$ cat config.mk
export PLATFORM = sky130hd
export DESIGN_NAME = http_request_header_parser_flat
export DESIGN_NICKNAME = d
export VERILOG_FILES = /design/src/sv/hrp_pkg.sv /design/src/sv/hrp_in_if.sv /design/src/sv/hrp_out_if.sv /design/src/sv/hrp_core.sv /design/src/sv/hrp_res_fifo.sv /design/src/sv/http_request_header_parser.sv /design/src/flat_wrapper.sv
export SDC_FILE = /design/constraint.sdc
export NUM_CORES = 1
export LEC_CHECK = 0
export BUFFER_PORTS_ARGS = -buffer_cell sky130_fd_sc_hd__buf_2
export CORE_AREA = 3 3 168 170
export CTS_CLUSTER_DIAMETER = 120
export DETAILED_ROUTE_END_ITERATION = 8
export DIE_AREA = 0 0 171 173
export GPL_TIMING_DRIVEN = 0
export MAX_ROUTING_LAYER = met4
export PLACE_DENSITY = 0.82
export SLEW_MARGIN = 25
export SYNTH_ARGS = -nofsm -noshare
export SYNTH_HDL_FRONTEND = slang
export SYNTH_HIERARCHICAL = 1
export SYNTH_SLANG_ARGS = --single-unit
$ cat constraint.sdc
create_clock -name clk -period 16.7 [get_ports clk]
set_input_delay 0.835 -clock clk [delete_from_list [all_inputs] [get_ports clk]]
set_output_delay 0.835 -clock clk [all_outputs]
set_load 0.005 [all_outputs]
$ cat src/sv/hrp_pkg.sv
// Package for the HTTP request header parser: sizes, character codes,
// result kinds, parser state and result types.
// No dependencies; every module imports it.
package hrp_pkg;

    // Largest request, in bytes, before the overflow result is given.
    localparam int MAX_REQUEST_BYTES = 4096;
    // Byte counter width: it must hold MAX_REQUEST_BYTES itself.
    localparam int CNT_W = $clog2(MAX_REQUEST_BYTES + 1);
    // Width of the reported offsets.
    localparam int POS_W = 13;

    // Result queue depth and the widths that follow from it.
    localparam int RES_DEPTH = 4;
    localparam int RES_PTR_W = $clog2(RES_DEPTH);
    localparam int RES_CNT_W = $clog2(RES_DEPTH + 1);

    // Tokens on the request line, and line ends that finish a request.
    localparam logic [1:0] TOKENS_PER_LINE     = 2'd3;
    localparam logic [1:0] LINE_ENDS_TO_FINISH = 2'd2;

    // Character codes.
    localparam logic [7:0] CHAR_TAB   = 8'h09;
    localparam logic [7:0] CHAR_LF    = 8'h0A;
    localparam logic [7:0] CHAR_CR    = 8'h0D;
    localparam logic [7:0] CHAR_SPACE = 8'h20;
    localparam logic [7:0] CHAR_COLON = 8'h3A;

    typedef enum logic [2:0] {
        KIND_METHOD,
        KIND_URI,
        KIND_VERSION,
        KIND_HEADER,
        KIND_COMPLETE,
        KIND_BAD_LINE,
        KIND_OVERFLOW
    } item_kind_t;

    typedef enum logic [1:0] {
        MODE_REQ_LINE,
        MODE_HEADERS
    } parse_mode_t;

    typedef enum logic [1:0] {
        PH_NAME,
        PH_SEARCH,
        PH_VALUE
    } header_phase_t;

    // One result beat.
    typedef struct packed {
        item_kind_t        item_kind;
        logic [POS_W-1:0]  name_start;
        logic [POS_W-1:0]  name_end;
        logic [POS_W-1:0]  value_start;
        logic [POS_W-1:0]  value_end;
        logic              last_of_request;
    } result_t;

    // Results produced by one parsed byte, handed to the result queue.
    typedef struct packed {
        logic [1:0] count;
        result_t    item0;
        result_t    item1;
    } res_push_t;

    // Running parser state.
    typedef struct packed {
        logic [CNT_W-1:0] byte_position;
        parse_mode_t      parse_mode;
        header_phase_t    header_phase;
        logic [1:0]       newline_run;
        logic             carriage_pending;
        logic             newline_pending;
        logic [POS_W-1:0] field_name_start;
        logic [POS_W-1:0] field_name_end;
        logic [POS_W-1:0] field_value_start;
        logic [POS_W-1:0] field_value_trim_end;
        logic [1:0]       token_count;
        logic [POS_W-1:0] token_begin;
        logic             inside_token;
    } parse_state_t;

endpackage

$ cat src/sv/hrp_in_if.sv
// Request byte channel: valid/ready handshake with one byte per beat.
// Depends on nothing.
interface hrp_in_if;
    logic       valid;
    logic       ready;
    logic [7:0] byte_value;

    modport source (output valid, output byte_value, input ready);
    modport sink   (input valid, input byte_value, output ready);
endinterface

$ cat src/sv/hrp_out_if.sv
// Result channel: valid/ready handshake with one parse result per beat.
// Depends on nothing.
interface hrp_out_if;
    logic        valid;
    logic        ready;
    logic [2:0]  item_kind;
    logic [12:0] name_start;
    logic [12:0] name_end;
    logic [12:0] value_start;
    logic [12:0] value_end;
    logic        last_of_request;

    modport source (output valid, output item_kind, output name_start, output name_end,
                    output value_start, output value_end, output last_of_request,
                    input ready);
    modport sink   (input valid, input item_kind, input name_start, input name_end,
                    input value_start, input value_end, input last_of_request,
                    output ready);
endinterface

$ cat src/sv/hrp_core.sv
// Parser core: holds the running parse state and turns one byte into
// zero, one or two results. Depends on hrp_pkg.
module hrp_core
    import hrp_pkg::*;
(
    input  logic       clk,
    input  logic       rst_n,
    input  logic       step,
    input  logic [7:0] byte_value,
    output res_push_t  push
);

    parse_state_t     st_reg;
    parse_state_t     st_next;
    parse_state_t     st;
    logic [CNT_W-1:0] p;
    logic [POS_W-1:0] ofs;
    logic [POS_W-1:0] ofs_next;
    logic             ws;
    res_push_t        res;

    // Space, TAB, LF, VT, FF and CR count as whitespace.
    function automatic logic is_ws(input logic [7:0] b);
        return (b == CHAR_SPACE) || ((b >= CHAR_TAB) && (b <= CHAR_CR));
    endfunction

    function automatic result_t mk(input item_kind_t kind, input logic [POS_W-1:0] a,
                                   input logic [POS_W-1:0] b, input logic [POS_W-1:0] c,
                                   input logic [POS_W-1:0] d, input logic last);
        result_t r;
        r.item_kind       = kind;
        r.name_start      = a;
        r.name_end        = b;
        r.value_start     = c;
        r.value_end       = d;
        r.last_of_request = last;
        return r;
    endfunction

    // Appends one result to the pair produced by this byte.
    function automatic res_push_t add_item(input res_push_t pin, input result_t r);
        res_push_t po;
        po = pin;
        if (pin.count == 2'd0)
        begin
            po.item0 = r;
        end
        else
        begin
            po.item1 = r;
        end
        po.count = pin.count + 2'd1;
        return po;
    endfunction

    function automatic item_kind_t token_kind(input logic [1:0] tc);
        item_kind_t k;
        case (tc)
            2'd0:    k = KIND_METHOD;
            2'd1:    k = KIND_URI;
            default: k = KIND_VERSION;
        endcase
        return k;
    endfunction

    // Next state and results for the byte in the input register.
    always_comb
    begin
        st       = st_reg;
        res      = '0;
        p        = st_reg.byte_position;
        ofs      = POS_W'(p);
        ofs_next = POS_W'(p + 1'b1);
        ws       = is_ws(byte_value);
        if (step)
        begin
            if (p >= CNT_W'(MAX_REQUEST_BYTES))
            begin
                // The request is too long: drop the byte and start over.
                res = add_item(res, mk(KIND_OVERFLOW, '0, '0, '0, '0, 1'b1));
                st  = '0;
            end
            else
            begin
                // A CR resolves here: anything but LF breaks the line-end run.
                if (st.carriage_pending)
                begin
                    st.carriage_pending = 1'b0;
                    if (byte_value != CHAR_LF)
                    begin
                        st.newline_run = '0;
                    end
                end
                st.byte_position = p + 1'b1;

                // Request line tokens are split at whitespace.
                if (st.parse_mode == MODE_REQ_LINE)
                begin
                    if (ws)
                    begin
                        if (st.inside_token)
                        begin
                            st.inside_token = 1'b0;
                            if (st.token_count < TOKENS_PER_LINE)
                            begin
                                res = add_item(res, mk(token_kind(st.token_count),
                                                       st.token_begin, ofs, '0, '0, 1'b0));
                                st.token_count = st.token_count + 2'd1;
                            end
                        end
                    end
                    else if (!st.inside_token)
                    begin
                        st.inside_token = 1'b1;
                        st.token_begin  = ofs;
                    end
                end

                if (byte_value == CHAR_LF)
                begin
                    // A line end.
                    if (st.parse_mode == MODE_HEADERS)
                    begin
                        st.newline_pending = 1'b0;
                    end
                    if (st.newline_run < LINE_ENDS_TO_FINISH)
                    begin
                        st.newline_run = st.newline_run + 2'd1;
                    end
                    if (st.parse_mode == MODE_REQ_LINE)
                    begin
                        if (st.token_count < TOKENS_PER_LINE)
                        begin
                            res = add_item(res, mk(KIND_BAD_LINE, '0, '0, '0, '0, 1'b0));
                        end
                        st.parse_mode       = MODE_HEADERS;
                        st.header_phase     = PH_NAME;
                        st.field_name_start = ofs_next;
                    end
                    else if (st.newline_run >= LINE_ENDS_TO_FINISH)
                    begin
                        if (st.header_phase == PH_VALUE)
                        begin
                            res = add_item(res, mk(KIND_HEADER, st.field_name_start,
                                                   st.field_name_end, st.field_value_start,
                                                   st.field_value_trim_end, 1'b0));
                        end
                        res = add_item(res, mk(KIND_COMPLETE, '0, '0, '0, '0, 1'b1));
                        st  = '0;
                    end
                    else if (st.header_phase == PH_VALUE)
                    begin
                        st.newline_pending = 1'b1;
                    end
                end
                else if (byte_value == CHAR_CR)
                begin
                    if (st.parse_mode == MODE_HEADERS)
                    begin
                        st.newline_pending = 1'b0;
                    end
                    st.carriage_pending = 1'b1;
                end
                else
                begin
                    st.newline_run = '0;
                    if (st.parse_mode == MODE_HEADERS)
                    begin
                        // After a line end, only whitespace continues the value.
                        if (st.newline_pending)
                        begin
                            st.newline_pending = 1'b0;
                            if (!ws)
                            begin
                                res = add_item(res, mk(KIND_HEADER, st.field_name_start,
                                                       st.field_name_end,
                                                       st.field_value_start,
                                                       st.field_value_trim_end, 1'b0));
                                st.header_phase     = PH_NAME;
                                st.field_name_start = ofs;
                            end
                        end
                        case (st.header_phase)
                            PH_NAME:
                            begin
                                if (byte_value == CHAR_COLON)
                                begin
                                    st.field_name_end = ofs;
                                    st.header_phase   = PH_SEARCH;
                                end
                            end
                            PH_SEARCH:
                            begin
                                if (!ws)
                                begin
                                    st.field_value_start    = ofs;
                                    st.field_value_trim_end = ofs_next;
                                    st.header_phase         = PH_VALUE;
                                end
                            end
                            default:
                            begin
                                if (!ws)
                                begin
                                    st.field_value_trim_end = ofs_next;
                                end
                            end
                        endcase
                    end
                end
            end
        end
        st_next = st;
        push    = res;
    end

    // Parse state register.
    always_ff @(posedge clk or negedge rst_n)
    begin
        if (!rst_n)
        begin
            st_reg <= '0;
        end
        else
        begin
            st_reg <= st_next;
        end
    end

endmodule

$ cat src/sv/hrp_res_fifo.sv
// Result queue: takes up to two results a cycle from the parser core and
// hands one per beat to the result channel. Depends on hrp_pkg, hrp_out_if.
module hrp_res_fifo
    import hrp_pkg::*;
(
    input  logic             clk,
    input  logic             rst_n,
    input  res_push_t        push,
    output logic             room,
    hrp_out_if.source        res_out
);

    result_t              mem [RES_DEPTH];
    logic [RES_PTR_W-1:0] wr_ptr_reg;
    logic [RES_PTR_W-1:0] wr_ptr_next;
    logic [RES_PTR_W-1:0] rd_ptr_reg;
    logic [RES_PTR_W-1:0] rd_ptr_next;
    logic [RES_CNT_W-1:0] count_reg;
    logic [RES_CNT_W-1:0] count_next;
    logic                 pop;
    result_t              head;

    // There must be room for the two results one byte can cause.
    assign room = (count_reg <= RES_CNT_W'(RES_DEPTH - 2));
    assign pop  = res_out.valid && res_out.ready;
    assign head = mem[rd_ptr_reg];

    assign res_out.valid           = (count_reg != '0);
    assign res_out.item_kind       = head.item_kind;
    assign res_out.name_start      = head.name_start;
    assign res_out.name_end        = head.name_end;
    assign res_out.value_start     = head.value_start;
    assign res_out.value_end       = head.value_end;
    assign res_out.last_of_request = head.last_of_request;

    // Pointer and fill count updates.
    always_comb
    begin
        wr_ptr_next = wr_ptr_reg + RES_PTR_W'(push.count);
        rd_ptr_next = rd_ptr_reg + RES_PTR_W'(pop);
        count_next  = count_reg + RES_CNT_W'(push.count) - RES_CNT_W'(pop);
    end

    always_ff @(posedge clk or negedge rst_n)
    begin
        if (!rst_n)
        begin
            wr_ptr_reg <= '0;
            rd_ptr_reg <= '0;
            count_reg  <= '0;
        end
        else
        begin
            wr_ptr_reg <= wr_ptr_next;
            rd_ptr_reg <= rd_ptr_next;
            count_reg  <= count_next;
        end
    end

    // Result storage, written in order of production.
    always_ff @(posedge clk)
    begin
        if (push.count != 2'd0)
        begin
            mem[wr_ptr_reg] <= push.item0;
        end
        if (push.count == 2'd2)
        begin
            mem[wr_ptr_reg + RES_PTR_W'(1)] <= push.item1;
        end
    end

endmodule

$ cat src/sv/http_request_header_parser.sv
// Top level of the HTTP request header parser: input byte register,
// parser core and result queue. Depends on hrp_pkg, hrp_in_if, hrp_out_if,
// hrp_core and hrp_res_fifo.
//
// Usage:
// Request bytes arrive one per beat on req_in. Each byte is parsed from the
// input register when the queue has room for its results; the method, URI and
// version tokens, each header, and the request complete, bad request line and
// overflow markers come out on res_out, offsets counted from the request start.
// One byte causes at most two results.
// A byte is registered on acceptance and parsed from the input register; its
// results are registered into the result queue and offered on res_out from it.
// Throughput: one byte per cycle while res_out keeps up; the output side
// moves one result per cycle, so a byte that causes two results leaves one
// waiting. The four-entry result queue holds that extra result.
// Reset clears the parser to the start of a request and empties the queue.
// When res_out stalls, the queue fills; once it cannot take two more
// results, the held byte waits and req_in.ready drops until beats drain.
module http_request_header_parser
    import hrp_pkg::*;
(
    input  logic      clk,
    input  logic      rst_n,
    hrp_in_if.sink    req_in,
    hrp_out_if.source res_out
);

    logic       s_valid_reg;
    logic       s_valid_next;
    logic [7:0] s_byte_reg;
    logic       room;
    logic       step;
    logic       accept;
    res_push_t  push;

    // The held byte is parsed when the queue can take its results.
    assign step         = s_valid_reg && room;
    assign req_in.ready = !s_valid_reg || step;
    assign accept       = req_in.valid && req_in.ready;

    always_comb
    begin
        if (accept)
        begin
            s_valid_next = 1'b1;
        end
        else if (step)
        begin
            s_valid_next = 1'b0;
        end
        else
        begin
            s_valid_next = s_valid_reg;
        end
    end

    // Input byte register.
    always_ff @(posedge clk or negedge rst_n)
    begin
        if (!rst_n)
        begin
            s_valid_reg <= 1'b0;
        end
        else
        begin
            s_valid_reg <= s_valid_next;
        end
    end

    always_ff @(posedge clk)
    begin
        if (accept)
        begin
            s_byte_reg <= req_in.byte_value;
        end
    end

    hrp_core u_core (
        .clk        (clk),
        .rst_n      (rst_n),
        .step       (step),
        .byte_value (s_byte_reg),
        .push       (push)
    );

    hrp_res_fifo u_fifo (
        .clk     (clk),
        .rst_n   (rst_n),
        .push    (push),
        .room    (room),
        .res_out (res_out)
    );

endmodule

$ cat src/flat_wrapper.sv
// flat-port wrapper written by rule: the top's interface ports become plain ports
module http_request_header_parser_flat import hrp_pkg::*;
  (clk, rst_n, req_in_valid, req_in_byte_value, req_in_ready, res_out_valid, res_out_item_kind, res_out_name_start, res_out_name_end, res_out_value_start, res_out_value_end, res_out_last_of_request, res_out_ready);
  hrp_in_if req_in_i ();
  hrp_out_if res_out_i ();
  input  logic clk;
  input  logic rst_n;
  input wire logic [$bits(req_in_i.valid)-1:0] req_in_valid;
  input wire logic [$bits(req_in_i.byte_value)-1:0] req_in_byte_value;
  output wire logic [$bits(req_in_i.ready)-1:0] req_in_ready;
  output wire logic [$bits(res_out_i.valid)-1:0] res_out_valid;
  output wire logic [$bits(res_out_i.item_kind)-1:0] res_out_item_kind;
  output wire logic [$bits(res_out_i.name_start)-1:0] res_out_name_start;
  output wire logic [$bits(res_out_i.name_end)-1:0] res_out_name_end;
  output wire logic [$bits(res_out_i.value_start)-1:0] res_out_value_start;
  output wire logic [$bits(res_out_i.value_end)-1:0] res_out_value_end;
  output wire logic [$bits(res_out_i.last_of_request)-1:0] res_out_last_of_request;
  input wire logic [$bits(res_out_i.ready)-1:0] res_out_ready;
  assign req_in_i.valid = req_in_valid;
  assign req_in_i.byte_value = req_in_byte_value;
  assign req_in_ready = req_in_i.ready;
  assign res_out_valid = res_out_i.valid;
  assign res_out_item_kind = res_out_i.item_kind;
  assign res_out_name_start = res_out_i.name_start;
  assign res_out_name_end = res_out_i.name_end;
  assign res_out_value_start = res_out_i.value_start;
  assign res_out_value_end = res_out_i.value_end;
  assign res_out_last_of_request = res_out_i.last_of_request;
  assign res_out_i.ready = res_out_ready;
  http_request_header_parser u_core (.clk(clk), .rst_n(rst_n), .req_in(req_in_i), .res_out(res_out_i));
endmodule
==> results.cfg <==
[grt]
antenna_found_initial = 1
grt_start_max_net_pins = 69
grt_overflow_total = 0
grt_use_total = 0.290
grt_pass1_vias = 11400
grt_pass1_wl_microns = 64500

[layout]
fill_cells = 1652
area_delta_synth_final_pct = 14.5
multiInputGateArea_sq_mm = 0.00728
layout_common_cells = 232 x edfxtp_1, 175 x mux2_2, 96 x dfrtp_1, 90 x buf_2, 69 x mux2_4
largest_reg_flops = 224
drive_gt1_frac = 0.411
regArea_sq_mm = 0.00937
final_common_cell = edfxtp_1
final_nets = 1367

[clock_tree]
root_buffer = clkbuf_16
post_cts_buffers = 0
cts_tree = built
clk-insertion-delay-late_ns = 0.51
cts_sinks = 328
clkTransAtPathRegs_ns = 0.06
ctsHoldBuffers = 0
htree_levels = 2
cts.repair.resized = 0
cts_buffer_depth = 3
numCtsBuffers = 35

[worst_hold_path]
holdCritPathClass = in2async

[route]
wirelength_microns = 40700
dr.pass1.iters = 7
drt_iter0_drc = 1083
drc = 0
ant_nets = 0
wl_per_cell_microns = 23.8
vias_per_cell = 6.35
vias = 10900

[floorplan]
core_area_sq_mm = 0.0269
die_area_sq_mm = 0.0296
die_h_microns = 173
start_util = 0.646
pin_count = 70
fp.dieW_microns = 171
num_rows = 60

[timing]
slew_viol_final = 0
finalSetupTns_ns = 0
fin_crit_sh = 0.324
setup_viol = 0
slew_headroom = 0.334
holdWs_ns = 0.205
max_freq_mhz = 185
fin_skew_ns = 0.0128
worst_pin_slew_ns = 0.983
period_needed_ns = 5.40
rsz0062_at_grt = false
hold_violations = 0

[synth]
synthArstFlopShare = 0.293
ys_seq_elements = 328
synth_top_flop_cell = edfxtp_1
syn_inst = 1173
synth-edff-count = 232
seq_area_frac_synth = 0.540
yosys.area.top_type = edfxtp_1
avgSynthCellArea_sq_um = 14.8
yosysUniqueCellTypes = 78
ys_warn_count = 6
syn_area_sq_mm = 0.0174
yosys.area.top_type_share = 0.401
synthTopCellsByArea = edfxtp_1 40%, dfrtp_1 14%, mux2_2 11%

[worst_setup_path]
critical_path_class = reg2reg
crit_fanout = 16
cp-start-kind = register
worstPathArrival_ns = 5.66
cp-end-kind = register
cp_data_required_time_ns = 16.96

[placed_design]
routabilityCongestion = 0.969
hpwl_microns = 27200
port_buffers = 69

[power_and_ir_drop]
p_sw_frac = 0.280
clkPwrFrac = 0.354
p_sw_mw = 0.632
power_frac_comb = 0.236
pwr-share-seq = 0.409
p_int_mw = 1.62
powerDensity_mw_per_mm2 = 113
ir_worst_vdd_v = 0.0000833
power.leakage_nw = 8.17

[run]
cap_viol_max_count = 0

[run_status]
status = completed
[routing by layer]
| layer | GRT usage | routed length, microns | vias up |
|---|---|---|---|
| li1 | - | - | 4789 |
| met1 | 0.388 | 16300 | 5461 |
| met2 | 0.444 | 19600 | 502 |
| met3 | 0.0476 | 3020 | 110 |
| met4 | 0.123 | 1850 | 0 |
| met5 | - | 0 | - |
[synthesized netlist by cell type (all sizes together) (3+ instances only)]
master / count
a211oi: 5
a21o: 6
a21oi: 23
a22o: 38
a311oi: 3
a31oi: 4
a32o: 15
and2: 33
and3: 4
and4bb: 3
buf: 100
clkbuf: 32
dfrtp: 96
edfxtp: 232
ha: 12
inv: 18
mux2: 246
mux2i: 12
mux4: 56
nand2: 40
nand2b: 9
nand3: 10
nand4: 3
nand4b: 3
nor2: 30
nor3: 23
nor4: 9
o21a: 5
o21ai: 32
o22ai: 10
o2bb2ai: 6
o31ai: 7
or2: 3
xnor2: 12
[path summary, 6_finish.rpt]
| kind | startpoint | to | slack, ns | cells past startpoint |
|---|---|---|---|---|
| hold reg to reg | u_core/u_core/st_reg[71] | u_core/u_core/st_reg[71] | 0.49 | 2 |
| setup reg to reg | u_core/s_byte_reg[4] | u_core/u_fifo/mem[0][31] | 11.30 | 16 |
| max in group asynchronous | rst_n | u_core/u_core/st_reg[58] | 15.86 | 2 |
| hold / removal | rst_n | u_core/u_fifo/count_reg[0] | 0.20 | 1 |
| setup / recovery | u_core/s_byte_reg[4] | u_core/u_fifo/mem[0][31] | 11.30 | 16 |
| min in group clk | u_core/u_core/st_reg[71] | u_core/u_core/st_reg[71] | 0.49 | 2 |
[stage by stage]
step | cells | utilization | total power, mW | instance area, sq um | worst slack (ns)
detailed placement | 1646 | 0.696 | 1.47 | 18700 | 11.36
global route | 1710 | 0.740 | 2.35 | 19900 | 11.09
floorplan | 1224 | - | 1.28 | 17600 | 8.85
global placement | 1634 | 0.682 | 1.45 | 18300 | 4.72
finish | 1711 | 0.740 | 2.25 | 19900 | 11.30
CTS | 1709 | 0.740 | 2.26 | 19900 | 11.34
[cell type report]
class	count	area share
plain buffers	132	0.0443
clock inverters	12	0.00786
multi-input cells	744	0.366
diodes	2	0.000252
inverters	20	0.00378
flip-flops and latches	328	0.471
repair buffers	81	0.0335
clock buffers	51	0.0518
well taps	341	0.0215
[power groups by stage]
stage          Sequential, mW  Combinational, mW  Clock [mW]
2_1_floorplan           0.929              0.351           0
3_3_place_gp            0.936              0.518           0
3_5_place_dp            0.938              0.529           0
4_1_cts                 0.922              0.532       0.808
5_1_grt                 0.925              0.576       0.845
6_report                0.922              0.533       0.798
[critical path, stage by stage, from the launching register on]
cell	delay, ns
edfxtp_1	0.45
or4_4	0.58
nor4b_4	0.42
o21a_1	0.19
buf_4	0.20
inv_2	0.06
buf_2	0.24
ha_1	0.33
nor2_1	0.11
a21oi_1	0.07
a311oi_2	0.82
nand4b_1	0.32
buf_2	0.45
buf_6	0.26
o21ai_4	0.22
buf_16	0.24
buf_16	0.17
[cell families (layout without fill, tap and decap cells)]
kind of cell / after synthesis / count (layout) / share of synthesized area
other cells: 1 / 54 / 0.000216
simple gates: 185 / 185 / 0.0621
xor+xnor: 14 / 14 / 0.00706
fa+ha+maj: 13 / 13 / 0.00980
mux: 314 / 314 / 0.254
flops: 328 / 328 / 0.540
buf+inv: 152 / 296 / 0.0551
compound gates: 166 / 166 / 0.0721
(Power assumes the default switching activity.)
